File: src/gars_pkg.sv
`timescale 1ns / 1ps
// ----------------------------------------------------------------------------
// gars_pkg
// Types, codes and helpers shared by the GPS acquire/retry sequencer.
// ----------------------------------------------------------------------------
package gars_pkg;

  // phase codes
  localparam logic [2:0] PH_VERIFY  = 3'd0;
  localparam logic [2:0] PH_ACQUIRE = 3'd1;
  localparam logic [2:0] PH_STORE   = 3'd2;
  localparam logic [2:0] PH_WAIT    = 3'd3;
  localparam logic [2:0] PH_ERROR   = 3'd4;

  // receiver reset kinds
  localparam logic [1:0] KIND_HOT  = 2'd0;
  localparam logic [1:0] KIND_WARM = 2'd1;
  localparam logic [1:0] KIND_COLD = 2'd2;

  // register map
  localparam int ADDR_W = 5;
  localparam int DATA_W = 32;
  localparam logic [2:0] REG_MAX_VERIFY  = 3'd0;
  localparam logic [2:0] REG_MAX_ACQUIRE = 3'd1;
  localparam logic [2:0] REG_WAIT_SEC    = 3'd2;
  localparam logic [2:0] REG_COLD_SEC    = 3'd3;
  localparam logic [2:0] REG_WARM_SEC    = 3'd4;
  localparam logic [2:0] REG_HOT_SEC     = 3'd5;

  // register reset values
  localparam logic [7:0] RST_MAX_VERIFY  = 8'd5;
  localparam logic [7:0] RST_MAX_ACQUIRE = 8'd3;
  localparam logic [7:0] RST_WAIT_SEC    = 8'd10;
  localparam logic [7:0] RST_COLD_SEC    = 8'd5;
  localparam logic [7:0] RST_WARM_SEC    = 8'd3;
  localparam logic [7:0] RST_HOT_SEC     = 8'd2;

  localparam logic [7:0] CNT_MAX = 8'hff;

  typedef struct packed {
    logic [7:0] max_verify_retries;
    logic [7:0] max_acquire_retries;
    logic [7:0] wait_seconds;
    logic [7:0] cold_seconds;
    logic [7:0] warm_seconds;
    logic [7:0] hot_seconds;
  } cfg_t;

  typedef struct packed {
    logic [7:0] receiver_status;
    logic       acquire_ok;
    logic       fix_nonzero;
    logic       store_ok;
    logic       timer_done;
  } tick_t;

  typedef struct packed {
    logic [2:0] state_code;
    logic       power_on_pulse;
    logic       timer_start;
    logic [7:0] timer_length;
    logic       reset_request;
    logic [1:0] reset_kind;
    logic       save_request;
    logic [7:0] verify_retries;
    logic [7:0] acquire_retries;
  } res_t;

  typedef struct packed {
    logic [2:0] phase;
    logic [7:0] verify_count;
    logic [7:0] acquire_count;
    logic [7:0] last_status;
    logic [1:0] last_reset_kind;
  } state_t;

  // saturating increment
  function automatic logic [7:0] sat_inc(input logic [7:0] v);
    return (v == CNT_MAX) ? v : v + 8'd1;
  endfunction

  // divisible by three: base-4 digit sum keeps the residue mod 3
  function automatic logic mod3_zero(input logic [7:0] v);
    logic [3:0] s;
    logic       z;
    s = {2'b00, v[1:0]} + {2'b00, v[3:2]} + {2'b00, v[5:4]} + {2'b00, v[7:6]};
    case (s)
      4'd0, 4'd3, 4'd6, 4'd9, 4'd12: z = 1'b1;
      default:                       z = 1'b0;
    endcase
    return z;
  endfunction

endpackage

File: src/gars_tick_if.sv
`timescale 1ns / 1ps
// ----------------------------------------------------------------------------
// gars_tick_if
// Poll tick channel: valid/ready with the receiver status fields.
// ----------------------------------------------------------------------------
interface gars_tick_if;
  logic       valid;
  logic       ready;
  logic [7:0] receiver_status;
  logic       acquire_ok;
  logic       fix_nonzero;
  logic       store_ok;
  logic       timer_done;

  modport source (
    output valid, receiver_status, acquire_ok, fix_nonzero, store_ok, timer_done,
    input  ready
  );
  modport sink (
    input  valid, receiver_status, acquire_ok, fix_nonzero, store_ok, timer_done,
    output ready
  );
endinterface

File: src/gars_result_if.sv
`timescale 1ns / 1ps
// ----------------------------------------------------------------------------
// gars_result_if
// Result channel: valid/ready with the sequencer action fields.
// ----------------------------------------------------------------------------
interface gars_result_if;
  logic       valid;
  logic       ready;
  logic [2:0] state_code;
  logic       power_on_pulse;
  logic       timer_start;
  logic [7:0] timer_length;
  logic       reset_request;
  logic [1:0] reset_kind;
  logic       save_request;
  logic [7:0] verify_retries;
  logic [7:0] acquire_retries;

  modport source (
    output valid, state_code, power_on_pulse, timer_start, timer_length,
           reset_request, reset_kind, save_request, verify_retries, acquire_retries,
    input  ready
  );
  modport sink (
    input  valid, state_code, power_on_pulse, timer_start, timer_length,
           reset_request, reset_kind, save_request, verify_retries, acquire_retries,
    output ready
  );
endinterface

File: src/gps_acquire_retry_sequencer_core.sv
`timescale 1ns / 1ps
// Once its tick request is accepted, a result passes the input register, then
// the result register behind the next-state logic; a stall can hold either.
// One tick request is taken per cycle while the result channel does not stall.
// Ready follows the result register: it drops only while both stages hold.
// Reset (rst, synchronous): phase verify, counters and last status zero,
// last reset kind hot, registers at their defaults, both stages empty.
// ----------------------------------------------------------------------------
// gps_acquire_retry_sequencer_core
// GPS acquire/retry sequencer top: tick register, state logic, result register.
// ----------------------------------------------------------------------------
module gps_acquire_retry_sequencer_core (
  input  logic                        clk,
  input  logic                        rst,
  gars_tick_if.sink                   tick,
  gars_result_if.source               result,
  input  logic                        psel,
  input  logic                        penable,
  input  logic                        pwrite,
  input  logic [gars_pkg::ADDR_W-1:0] paddr,
  input  logic [gars_pkg::DATA_W-1:0] pwdata,
  output logic [gars_pkg::DATA_W-1:0] prdata,
  output logic                        pready
);
  import gars_pkg::*;

  cfg_t   cfg;
  state_t st;
  state_t st_next;
  tick_t  tick_q;
  logic   tick_vld;
  res_t   res_next;
  res_t   res_q;
  logic   res_vld;
  logic   advance;
  logic   take;

  // configuration registers
  gars_regs u_regs (
    .clk     (clk),
    .rst     (rst),
    .psel    (psel),
    .penable (penable),
    .pwrite  (pwrite),
    .paddr   (paddr),
    .pwdata  (pwdata),
    .prdata  (prdata),
    .pready  (pready),
    .cfg     (cfg)
  );

  // handshake control
  assign advance    = !res_vld || result.ready;
  assign tick.ready = !tick_vld || advance;
  assign take       = tick.valid && tick.ready;

  // input register
  always_ff @(posedge clk) begin
    if (rst) begin
      tick_vld <= 1'b0;
    end else if (take) begin
      tick_vld <= 1'b1;
    end else if (advance) begin
      tick_vld <= 1'b0;
    end
  end

  always_ff @(posedge clk) begin
    if (take) begin
      tick_q.receiver_status <= tick.receiver_status;
      tick_q.acquire_ok      <= tick.acquire_ok;
      tick_q.fix_nonzero     <= tick.fix_nonzero;
      tick_q.store_ok        <= tick.store_ok;
      tick_q.timer_done      <= tick.timer_done;
    end
  end

  // next-state logic
  gars_step u_step (
    .cfg (cfg),
    .cur (st),
    .tk  (tick_q),
    .nxt (st_next),
    .res (res_next)
  );

  // sequencer state
  always_ff @(posedge clk) begin
    if (rst) begin
      st.phase           <= PH_VERIFY;
      st.verify_count    <= 8'd0;
      st.acquire_count   <= 8'd0;
      st.last_status     <= 8'd0;
      st.last_reset_kind <= KIND_HOT;
    end else if (tick_vld && advance) begin
      st <= st_next;
    end
  end

  // result register
  always_ff @(posedge clk) begin
    if (rst) begin
      res_vld <= 1'b0;
    end else if (advance) begin
      res_vld <= tick_vld;
    end
  end

  always_ff @(posedge clk) begin
    if (tick_vld && advance) begin
      res_q <= res_next;
    end
  end

  // result channel
  assign result.valid           = res_vld;
  assign result.state_code      = res_q.state_code;
  assign result.power_on_pulse  = res_q.power_on_pulse;
  assign result.timer_start     = res_q.timer_start;
  assign result.timer_length    = res_q.timer_length;
  assign result.reset_request   = res_q.reset_request;
  assign result.reset_kind      = res_q.reset_kind;
  assign result.save_request    = res_q.save_request;
  assign result.verify_retries  = res_q.verify_retries;
  assign result.acquire_retries = res_q.acquire_retries;

endmodule

File: src/gars_regs.sv
`timescale 1ns / 1ps
// ----------------------------------------------------------------------------
// gars_regs
// APB register bank holding the retry limits and timer lengths.
// ----------------------------------------------------------------------------
module gars_regs (
  input  logic                       clk,
  input  logic                       rst,
  input  logic                       psel,
  input  logic                       penable,
  input  logic                       pwrite,
  input  logic [gars_pkg::ADDR_W-1:0] paddr,
  input  logic [gars_pkg::DATA_W-1:0] pwdata,
  output logic [gars_pkg::DATA_W-1:0] prdata,
  output logic                       pready,
  output gars_pkg::cfg_t             cfg
);
  import gars_pkg::*;

  logic [2:0] index;
  logic       wr_en;
  logic [7:0] wdata;
  logic [7:0] rdata;

  // word index and write strobe
  assign index  = paddr[4:2];
  assign wr_en  = psel && penable && pwrite;
  assign wdata  = pwdata[7:0];
  assign pready = 1'b1;

  // register writes
  always_ff @(posedge clk) begin
    if (rst) begin
      cfg.max_verify_retries  <= RST_MAX_VERIFY;
      cfg.max_acquire_retries <= RST_MAX_ACQUIRE;
      cfg.wait_seconds        <= RST_WAIT_SEC;
      cfg.cold_seconds        <= RST_COLD_SEC;
      cfg.warm_seconds        <= RST_WARM_SEC;
      cfg.hot_seconds         <= RST_HOT_SEC;
    end else if (wr_en) begin
      unique case (index)
        REG_MAX_VERIFY:  cfg.max_verify_retries  <= wdata;
        REG_MAX_ACQUIRE: cfg.max_acquire_retries <= wdata;
        REG_WAIT_SEC:    cfg.wait_seconds        <= wdata;
        REG_COLD_SEC:    cfg.cold_seconds        <= wdata;
        REG_WARM_SEC:    cfg.warm_seconds        <= wdata;
        REG_HOT_SEC:     cfg.hot_seconds         <= wdata;
        default: ;
      endcase
    end
  end

  // read mux
  always_comb begin
    unique case (index)
      REG_MAX_VERIFY:  rdata = cfg.max_verify_retries;
      REG_MAX_ACQUIRE: rdata = cfg.max_acquire_retries;
      REG_WAIT_SEC:    rdata = cfg.wait_seconds;
      REG_COLD_SEC:    rdata = cfg.cold_seconds;
      REG_WARM_SEC:    rdata = cfg.warm_seconds;
      REG_HOT_SEC:     rdata = cfg.hot_seconds;
      default:         rdata = 8'd0;
    endcase
  end

  assign prdata = {{(DATA_W-8){1'b0}}, rdata};

endmodule

File: src/gars_step.sv
`timescale 1ns / 1ps
// ----------------------------------------------------------------------------
// gars_step
// Next-state and action logic for one poll tick of the sequencer.
// ----------------------------------------------------------------------------
module gars_step (
  input  gars_pkg::cfg_t   cfg,
  input  gars_pkg::state_t cur,
  input  gars_pkg::tick_t  tk,
  output gars_pkg::state_t nxt,
  output gars_pkg::res_t   res
);
  import gars_pkg::*;

  logic [7:0] vc_inc;
  logic [7:0] ac_inc;
  logic [1:0] kind_sel;
  logic [7:0] kind_len;

  assign vc_inc = sat_inc(cur.verify_count);
  assign ac_inc = sat_inc(cur.acquire_count);

  // reset kind from the last sampled status
  always_comb begin
    if (cur.last_status[1:0] == 2'b00) begin
      kind_sel = KIND_COLD;
    end else if (mod3_zero(cur.last_status)) begin
      kind_sel = KIND_WARM;
    end else if (!cur.last_status[0]) begin
      kind_sel = KIND_HOT;
    end else begin
      kind_sel = cur.last_reset_kind;
    end
  end

  // timer length for the chosen kind
  always_comb begin
    case (kind_sel)
      KIND_COLD: kind_len = cfg.cold_seconds;
      KIND_WARM: kind_len = cfg.warm_seconds;
      default:   kind_len = cfg.hot_seconds;
    endcase
  end

  // phase transitions and strobes
  always_comb begin
    nxt = cur;
    res = '0;
    unique case (cur.phase)
      PH_VERIFY: begin
        nxt.last_status = tk.receiver_status;
        if (tk.receiver_status == 8'd1) begin
          nxt.phase = PH_ACQUIRE;
        end else begin
          nxt.verify_count = vc_inc;
          if (vc_inc >= cfg.max_verify_retries) nxt.phase = PH_ERROR;
        end
      end
      PH_ACQUIRE: begin
        if (tk.acquire_ok) begin
          nxt.phase = PH_STORE;
        end else begin
          nxt.acquire_count = ac_inc;
          if (ac_inc > cfg.max_acquire_retries) nxt.phase = PH_ERROR;
        end
      end
      PH_STORE: begin
        if (tk.fix_nonzero) begin
          res.save_request = 1'b1;
          if (tk.store_ok) begin
            res.timer_start   = 1'b1;
            res.timer_length  = cfg.wait_seconds;
            nxt.phase         = PH_WAIT;
            nxt.verify_count  = 8'd0;
            nxt.acquire_count = 8'd0;
          end else begin
            nxt.phase = PH_ERROR;
          end
        end
      end
      PH_WAIT: begin
        if (tk.timer_done) begin
          res.power_on_pulse = 1'b1;
          nxt.phase          = PH_VERIFY;
        end
      end
      PH_ERROR: begin
        nxt.last_reset_kind = kind_sel;
        res.reset_request   = 1'b1;
        res.reset_kind      = kind_sel;
        res.timer_start     = 1'b1;
        res.timer_length    = kind_len;
        nxt.phase           = PH_WAIT;
      end
      default: begin
        nxt.phase = PH_VERIFY;
      end
    endcase
    res.state_code      = nxt.phase;
    res.verify_retries  = nxt.verify_count;
    res.acquire_retries = nxt.acquire_count;
  end

endmodule

File: src/flat_wrapper.sv
// flat-port wrapper written by rule: the top's interface ports become plain ports
module gps_acquire_retry_sequencer_core_flat import gars_pkg::*;
  (clk, rst, psel, penable, pwrite, paddr, pwdata, prdata, pready, tick_valid, tick_receiver_status, tick_acquire_ok, tick_fix_nonzero, tick_store_ok, tick_timer_done, tick_ready, result_valid, result_state_code, result_power_on_pulse, result_timer_start, result_timer_length, result_reset_request, result_reset_kind, result_save_request, result_verify_retries, result_acquire_retries, result_ready);
  gars_tick_if tick_i ();
  gars_result_if result_i ();
  input  logic clk;
  input  logic rst;
  input  logic psel;
  input  logic penable;
  input  logic pwrite;
  input  logic [gars_pkg::ADDR_W-1:0] paddr;
  input  logic [gars_pkg::DATA_W-1:0] pwdata;
  output logic [gars_pkg::DATA_W-1:0] prdata;
  output logic pready;
  input wire logic [$bits(tick_i.valid)-1:0] tick_valid;
  input wire logic [$bits(tick_i.receiver_status)-1:0] tick_receiver_status;
  input wire logic [$bits(tick_i.acquire_ok)-1:0] tick_acquire_ok;
  input wire logic [$bits(tick_i.fix_nonzero)-1:0] tick_fix_nonzero;
  input wire logic [$bits(tick_i.store_ok)-1:0] tick_store_ok;
  input wire logic [$bits(tick_i.timer_done)-1:0] tick_timer_done;
  output wire logic [$bits(tick_i.ready)-1:0] tick_ready;
  output wire logic [$bits(result_i.valid)-1:0] result_valid;
  output wire logic [$bits(result_i.state_code)-1:0] result_state_code;
  output wire logic [$bits(result_i.power_on_pulse)-1:0] result_power_on_pulse;
  output wire logic [$bits(result_i.timer_start)-1:0] result_timer_start;
  output wire logic [$bits(result_i.timer_length)-1:0] result_timer_length;
  output wire logic [$bits(result_i.reset_request)-1:0] result_reset_request;
  output wire logic [$bits(result_i.reset_kind)-1:0] result_reset_kind;
  output wire logic [$bits(result_i.save_request)-1:0] result_save_request;
  output wire logic [$bits(result_i.verify_retries)-1:0] result_verify_retries;
  output wire logic [$bits(result_i.acquire_retries)-1:0] result_acquire_retries;
  input wire logic [$bits(result_i.ready)-1:0] result_ready;
  assign tick_i.valid = tick_valid;
  assign tick_i.receiver_status = tick_receiver_status;
  assign tick_i.acquire_ok = tick_acquire_ok;
  assign tick_i.fix_nonzero = tick_fix_nonzero;
  assign tick_i.store_ok = tick_store_ok;
  assign tick_i.timer_done = tick_timer_done;
  assign tick_ready = tick_i.ready;
  assign result_valid = result_i.valid;
  assign result_state_code = result_i.state_code;
  assign result_power_on_pulse = result_i.power_on_pulse;
  assign result_timer_start = result_i.timer_start;
  assign result_timer_length = result_i.timer_length;
  assign result_reset_request = result_i.reset_request;
  assign result_reset_kind = result_i.reset_kind;
  assign result_save_request = result_i.save_request;
  assign result_verify_retries = result_i.verify_retries;
  assign result_acquire_retries = result_i.acquire_retries;
  assign result_i.ready = result_ready;
  gps_acquire_retry_sequencer_core u_core (.clk(clk), .rst(rst), .tick(tick_i), .result(result_i), .psel(psel), .penable(penable), .pwrite(pwrite), .paddr(paddr), .pwdata(pwdata), .prdata(prdata), .pready(pready));
endmodule
File: config.mk
export PLATFORM = sky130hd
export DESIGN_NAME = gps_acquire_retry_sequencer_core_flat
export DESIGN_NICKNAME = d
export VERILOG_FILES = /design/src/gars_pkg.sv /design/src/gars_tick_if.sv /design/src/gars_result_if.sv /design/src/gps_acquire_retry_sequencer_core.sv /design/src/gars_regs.sv /design/src/gars_step.sv /design/src/flat_wrapper.sv
export SDC_FILE = /design/constraint.sdc
export NUM_CORES = 1
export LEC_CHECK = 0
export ABC_AREA = 1
export BUFFER_PORTS_ARGS = -buffer_cell sky130_fd_sc_hd__buf_2
export CORE_ASPECT_RATIO = 1.25
export CORE_MARGIN = 2
export CORE_UTILIZATION = 30
export DETAILED_ROUTE_END_ITERATION = 16
export PLACE_DENSITY_LB_ADDON = 0.08
export RECOVER_POWER = 50
export REMOVE_ABC_BUFFERS = 1
export SYNTH_ARGS = -nofsm -noshare
export SYNTH_HDL_FRONTEND = slang
export SYNTH_SLANG_ARGS = --single-unit
File: constraint.sdc
create_clock -name clk -period 7.11 [get_ports clk]
set_input_delay 1.422 -clock clk [delete_from_list [all_inputs] [get_ports clk]]
set_output_delay 1.422 -clock clk [all_outputs]
set_load 0.005 [all_outputs]
==> impl_metrics.toml, run 1 <==
[setup_path]
worst-setup-path-type = "reg2reg"
required_ns = 7.25
cp-end-kind = "flop"
crit_path_start_kind = "flop"
critical_path_arrival_ns = 4.48
crit_fanout = 9
worstReg2RegStart = "u_core.st[3]$_SDFFE_PP0P_"
reg2reg_depth = 16
rrSetupSlack_ns = 2.77
r2r_end = "u_core.result.timer_length[2]$_DFFE_PP_"

[routing]
vias_per_cell = 4.74
wl_met2_um = 8660
wl_met1_um = 7520
final_antenna_net_count = 0
wl_met3_um = 703
vias = 5469
wirelength_um = 17300
dr.pass1.iters = 5
drc = 0
wl_per_cell_um = 15.0
top_layer_used = "met4"
drt_iter0_drc = 284

[sta]
slew_headroom_pct = -47.2
finalWorstPathRequiredPeriod_ns = 4.34
max_freq_mhz = 230
setup_violations = 0
rsz0062_at_grt = "no"
hold_viol = 0
totalNegativeSetupSlack_ns = 0
clock-skew-final_ns = 0.00769
layout_setup_ws_ns = 2.77
hold_ws_ns = 0.476
report.final.slew_viol_count = 56
fin_crit_sh_pct = 61.0
worst_pin_slew_ns = 2.21

[floorplan]
initial_utilization_pct = 30.5
die_y_um = 167
fp-row-count = 59
core_area_um2 = 20800
dieArea_um2 = 22400
chipWidth_um = 134
ios = 124

[power]
p_switching_uw = 520
power_density_nw_per_um2 = 263
comb_power_share_pct = 12.5
pwr-share-seq_pct = 40.5
clkPwrFrac_pct = 47.0
p_sw_share_pct = 26.5
intPower_mw = 1.44
finalPower_mw = 1.96
p_leak_nw = 3.42
ir_drop_mv = 0.157

[cells_and_area]
num_antenna_cells = 0
syn2layout_area_growth_pct = 17.3
final_common_cell = "nand2_1"
drive_above_1_share_pct = 13.3
post-route-util_pct = 35.8
layout_common_cells = "nand2_1 (155), inv_1 (103), nor2_1 (94)"
nets = 948
finalInstanceArea_um2 = 7460
finalNonFillerCells = 1153

[synthesis]
ys_seq_elements = 124
synthCells = 792
ys_seq_area_share_pct = 46.1
synth_enable_flop_cells = 45
synth_cell_type_count = 39
synth.avg_cell_area_um2 = 8.03
synth_area_um2 = 6360
yosys_warnings = 0
dominantRegCellSynth = "dfxtp_1"
ys_async_sr_fraction_pct = 0

[clocking]
htreeDepth = 4
clk_latency_ns = 0.42
postCtsSetupRepairBufs = 0
cts_buffers = 17
root_buffer = "clkbuf_16"
cts_resized = 0
hold_buffers = 0
clk_pin_slew_ns = 0.06
cts_tree = "done"
clock_sinks = 124
clockBufferDepth = 2

[global_routing]
grt_max_degree = 56
first_global_vias = 5236
antenna_found_initial = 0
grt_first_pass_wirelength_um = 27600
grt-ovfl-total = 0
track_usage_pct = 15.9

[min_path]
hold_class = "reg2reg"
holdPathEnd = "u_core.u_regs.cfg[30]$_SDFFE_PP0P_"
worstHoldStart = "u_core.u_regs.cfg[30]$_SDFFE_PP0P_"
holdPathStages = 2

[placement]
io_buffers = 72
place_area_um2 = 6890
gp_congestion = 0.820
place_hpwl_um = 12700
post-place-ws_ns = 2.82
place_inst = 1121

[status]
status = "complete, but fails checks"
violations = "capacitance limit, slew limit"

[run]
maxCapViolCount = 1
area by class of cell:
class                   instances  area, µm²
multi-input cells             537       2780
well taps                     274        343
fillers                      2225      13400
inverters                     111        417
clock inverters                14        195
repair buffers                 75        365
clock buffers                  18        429
flip-flops and latches        124       2930
cell usage after synthesis, drive strengths merged, types with 6 or more instances:
cell / number / area share (%)
nand2: 158 / 9.6
inv: 111 / 6.6
nor2: 99 / 6.4
dfxtp: 79 / 25
o21ai: 78 / 6.4
a21oi: 50 / 4.1
nand3: 49 / 4.0
edfxtp: 45 / 21
buf: 34 / 3.8
ha: 22 / 4.3
a221oi: 10 / 1.4
a22oi: 9 / 1.1
clkbuf: 9 / 0.53
o211ai: 6 / 0.71
worst max-delay path, stage by stage (launching register included):
cell and delay (ns):
dfxtp_1 0.33, inv_1 0.07, fa_1 0.53, inv_1 0.05, fa_1 0.54, ha_1 0.14, inv_1 0.04, fa_1 0.51
inv_1 0.05, o21ai_0 0.16, nand2_1 0.10, o21ai_0 0.32, inv_1 0.10, ha_1 0.51, inv_1 0.24, o21ai_0 0.24
o22ai_1 0.14
logic make-up after synthesis:
kind of cell    count (synthesis)  synth area share [%]
simple gates                  317                  21.6
compound gates                163                  14.9
flops                         124                  46.1
other cells                     2                 0.118
buf+inv                       154                  10.9
fa+ha+maj                      26                  5.59
xor+xnor                        6                 0.827
state kept, by name, summed over array words and instances, names as in the netlist, 2 cells and up:
| register | cells |
|---|---|
| u_core.u_regs.cfg | 48 |
| u_core.st | 29 |
| u_core.tick_q | 12 |
| u_core.result.acquire_retries | 8 |
| u_core.result.timer_length | 8 |
| u_core.result.verify_retries | 8 |
| u_core.result.state_code | 3 |
| u_core.result.reset_kind | 2 |
how the worst max path moves through the flow:
| stage | start | to | slack [ns] | cells past startpoint |
|---|---|---|---|---|
| after global placement | u_core.st[3]$_SDFFE_PP0P_ | u_core.result.timer_length[0]$_DFFE_PP_ | 2.88 | 16 |
| final | u_core.st[3]$_SDFFE_PP0P_ | u_core.result.timer_length[2]$_DFFE_PP_ | 2.77 | 16 |
| after detailed placement | u_core.st[3]$_SDFFE_PP0P_ | u_core.result.timer_length[4]$_DFFE_PP_ | 2.82 | 16 |
| after global routing | u_core.st[3]$_SDFFE_PP0P_ | u_core.result.timer_length[4]$_DFFE_PP_ | 2.51 | 16 |
| after floorplan | u_core.st[3]$_SDFFE_PP0P_ | u_core.result.timer_length[0]$_DFFE_PP_ | 3.41 | 16 |
| after CTS | u_core.st[3]$_SDFFE_PP0P_ | u_core.result.timer_length[0]$_DFFE_PP_ | 2.79 | 16 |
power by group through the flow:
stage          registers [mW]  logic [mW]  clock network, mW
2_1_floorplan           0.805       0.163                  0
3_3_place_gp            0.808       0.249                  0
3_5_place_dp            0.809       0.254                  0
4_1_cts                 0.794       0.255              0.942
5_1_grt                 0.797       0.282              0.978
6_report                0.794       0.246              0.922
metal layers:
metal  vias up  track usage, %
met3        27            2.68
li1       2721               -
met5         -               0
met1      2567            19.7
met2       154            27.1
met4         0            6.68
Note: power is estimated with default switching activity, not from simulation.
==> run 2, diff against run 1 <==
--- a/config.mk
+++ b/config.mk
@@ -5,7 +5,7 @@
 export SDC_FILE = /design/constraint.sdc
 export NUM_CORES = 1
 export LEC_CHECK = 0
-export ABC_AREA = 1
+export ABC_AREA = 0
 export BUFFER_PORTS_ARGS = -buffer_cell sky130_fd_sc_hd__buf_2
 export CORE_ASPECT_RATIO = 1.25
 export CORE_MARGIN = 2
==> constraint.sdc (replaced) <==
create_clock -name clk -period 4.47 [get_ports clk]
set_input_delay 0.894 -clock clk [delete_from_list [all_inputs] [get_ports clk]]
set_output_delay 0.894 -clock clk [all_outputs]
set_load 0.005 [all_outputs]
==> impl_metrics.toml, run 2 <==
[clocking]
postCtsSetupRepairBufs = 0
cts_buffers = 17
htreeDepth = 4
clockBufferDepth = 2
clk_pin_slew_ns = 0.06
root_buffer = "clkbuf_16"
cts_tree = "done"
clk_latency_ns = 0.42
hold_buffers = 0
clock_sinks = 124

[setup_path]
crit_top_cell = "inv_1"
required_ns = 4.60
crit_fanout = 8
crit_slowest_cell = "fa_1"
cp_top_family = "adder cells"
crit_path_start_kind = "flop"
critical_path_arrival_ns = 4.30
cp-end-kind = "flop"
slowest_delay_ns = 0.53
crit_buf_inv = 4
worstPathCellList = "inv_1 > fa_1 > inv_1 > fa_1 > ha_1 > inv_1 > fa_1 > xor2_1 > o21ai_1 > a21o_1 > o21ai_1 > inv_1 > ha_1 > a22oi_1 > nor2_1 > a21oi_1 > o21ai_0"
worst-setup-path-type = "reg2reg"

[sta]
totalNegativeSetupSlack_ns = 0
slew_headroom_pct = -33.2
clock-skew-final_ns = 0.0132
max_freq_mhz = 240
layout_setup_ws_ns = 0.299
hold_viol = 0
fin_crit_sh_pct = 93.3
setup_violations = 0
rsz0062_at_grt = "no"
finalWorstPathRequiredPeriod_ns = 4.17
worst_pin_slew_ns = 1.98
report.final.slew_viol_count = 45

[routing]
vias = 5072
dr.pass1.iters = 5
wirelength_um = 17600
vias_per_cell = 4.93
drt_iter0_drc = 331
drc = 0
final_antenna_net_count = 0
wl_per_cell_um = 17.1

[global_routing]
grt_max_degree = 49
first_global_vias = 4974
track_usage_pct = 15.8
grt_first_pass_wirelength_um = 27900
antenna_found_initial = 0
grt-ovfl-total = 0

[cells_and_area]
finalInstanceArea_um2 = 7610
top_register = "u_core.u_regs.cfg"
syn2layout_area_growth_pct = 14.4
drive_above_1_share_pct = 15.6
num_antenna_cells = 0
largest_reg_flops = 48
top_regs = "u_core.u_regs.cfg x48, u_core.st x29, u_core.tick_q x12"
nFillCells = 2251
post-route-util_pct = 35.2
final_common_cell = "nor2_1"
layout_common_cells = "nor2_1 (98), dfxtp_1 (79), buf_2 (57)"
nets = 818

[status]
violations = "capacitance limit, slew limit"
status = "complete, but fails checks"

[floorplan]
ios = 124
chipWidth_um = 137
die_y_um = 170
initial_utilization_pct = 30.8
dieArea_um2 = 23400
fp-row-count = 60
core_area_um2 = 21600

[synthesis]
ys_async_sr_fraction_pct = 0
yosysTopAreaCellShare_pct = 23.8
synth_cell_type_count = 76
yosys-top-cells-count = "nor2_1 (98), dfxtp_1 (79), mux2i_1 (53)"
synth_most_common_cell = "nor2_1"
yosys-top-cells-area = "dfxtp_1 (24%), edfxtp_1 (20%), mux2i_1 (8.0%)"
yosys.area.top_type = "dfxtp_1"
ys_seq_area_share_pct = 44.1
dominantRegCellSynth = "dfxtp_1"
synth.avg_cell_area_um2 = 9.71
synthCells = 685
synth_enable_flop_cells = 45
synth_area_um2 = 6650
ys_seq_elements = 124
yosys_warnings = 0

[power]
finalPower_mw = 2.87
p_leak_nw = 3.06
power_density_nw_per_um2 = 377
ir_drop_mv = 0.250

[min_path]
hold_class = "reg2reg"

[placement]
gp_congestion = 0.800
io_buffers = 72
place_area_um2 = 7060
post-place-ws_ns = 0.147
place_hpwl_um = 12200

[run]
maxCapViolCount = 2
==> run 2: area by class of cell <==
| type | instances | area (µm²) | area share [%] |
|---|---|---|---|
| repair buffers | 76 | 382 | 5.01 |
| multi-input cells | 477 | 3210 | 42.1 |
| clock buffers | 27 | 536 | 7.04 |
| well taps | 279 | 349 | 4.59 |
| flip-flops and latches | 124 | 2930 | 38.5 |
| inverters | 40 | 150 | 1.97 |
| clock inverters | 5 | 55.1 | 0.723 |
==> run 2: kinds of logic (layout without fill, tap and decap cells) <==
kind of cell / after synthesis / in the layout / share of synthesized area [%]
flip-flops: 124 / 124 / 44.1
AND/OR/NAND/NOR: 216 / 216 / 15.9
other: 2 / 25 / 0.113
XOR/XNOR: 7 / 7 / 0.922
buffers and inverters: 107 / 148 / 8.64
adder cells (fa/ha/maj): 26 / 26 / 5.34
multiplexers: 66 / 66 / 10.5
AO/OA/AOI/OAI: 137 / 137 / 14.5
==> run 2: power breakdown <==
group	switching, mW	internal [mW]
logic	0.167	0.0978
registers	0.0238	1.21
clock network	0.497	0.875
total	0.687	2.18
==> run 2: final timing paths <==
kind	to	depth (start not counted)	slack (ns)	from
max reg2reg	u_core.result.timer_length[2]$_DFFE_PP_	17	0.30	u_core.st[3]$_SDFFE_PP0P_
min reg2reg	u_core.u_regs.cfg[34]$_SDFFE_PP0P_	2	0.49	u_core.u_regs.cfg[34]$_SDFFE_PP0P_
min	u_core.u_regs.cfg[34]$_SDFFE_PP0P_	2	0.49	u_core.u_regs.cfg[34]$_SDFFE_PP0P_
max	u_core.result.timer_length[2]$_DFFE_PP_	17	0.30	u_core.st[3]$_SDFFE_PP0P_
==> run 2: metrics by stage <==
stage          std cells  hold slack, ns
6_report            1028           0.490
5_1_grt             1028           0.509
4_1_cts             1028           0.496
3_5_place_dp         996           0.484
3_3_place_gp         996           0.477
2_1_floorplan        641           0.453
==> run 2: timing repair <==
item	4_1_cts	5_1_grt
resized for setup	0	3
setup endpoints to repair	0	8
hold endpoints to repair	0	0
==> run 2: worst register-to-register path: stages (launching register included) <==
cell and delay [ns]:
dfxtp_1 0.38, inv_1 0.08, fa_1 0.53, inv_1 0.05, fa_1 0.54, ha_1 0.15, inv_1 0.05, fa_1 0.52
xor2_1 0.17, o21ai_1 0.13, a21o_1 0.19, o21ai_1 0.17, inv_1 0.08, ha_1 0.35, a22oi_1 0.21, nor2_1 0.06
a21oi_1 0.14, o21ai_0 0.10
==> run 2: per-layer routing <==
layer  track usage, %  vias up  part of all wire, %
met5                0        -                    0
met3             3.16       20                  3.9
met1             20.7     2447                   46
li1                 -     2492                    -
met4             5.20        0                  1.6
met2             25.9      113                   49
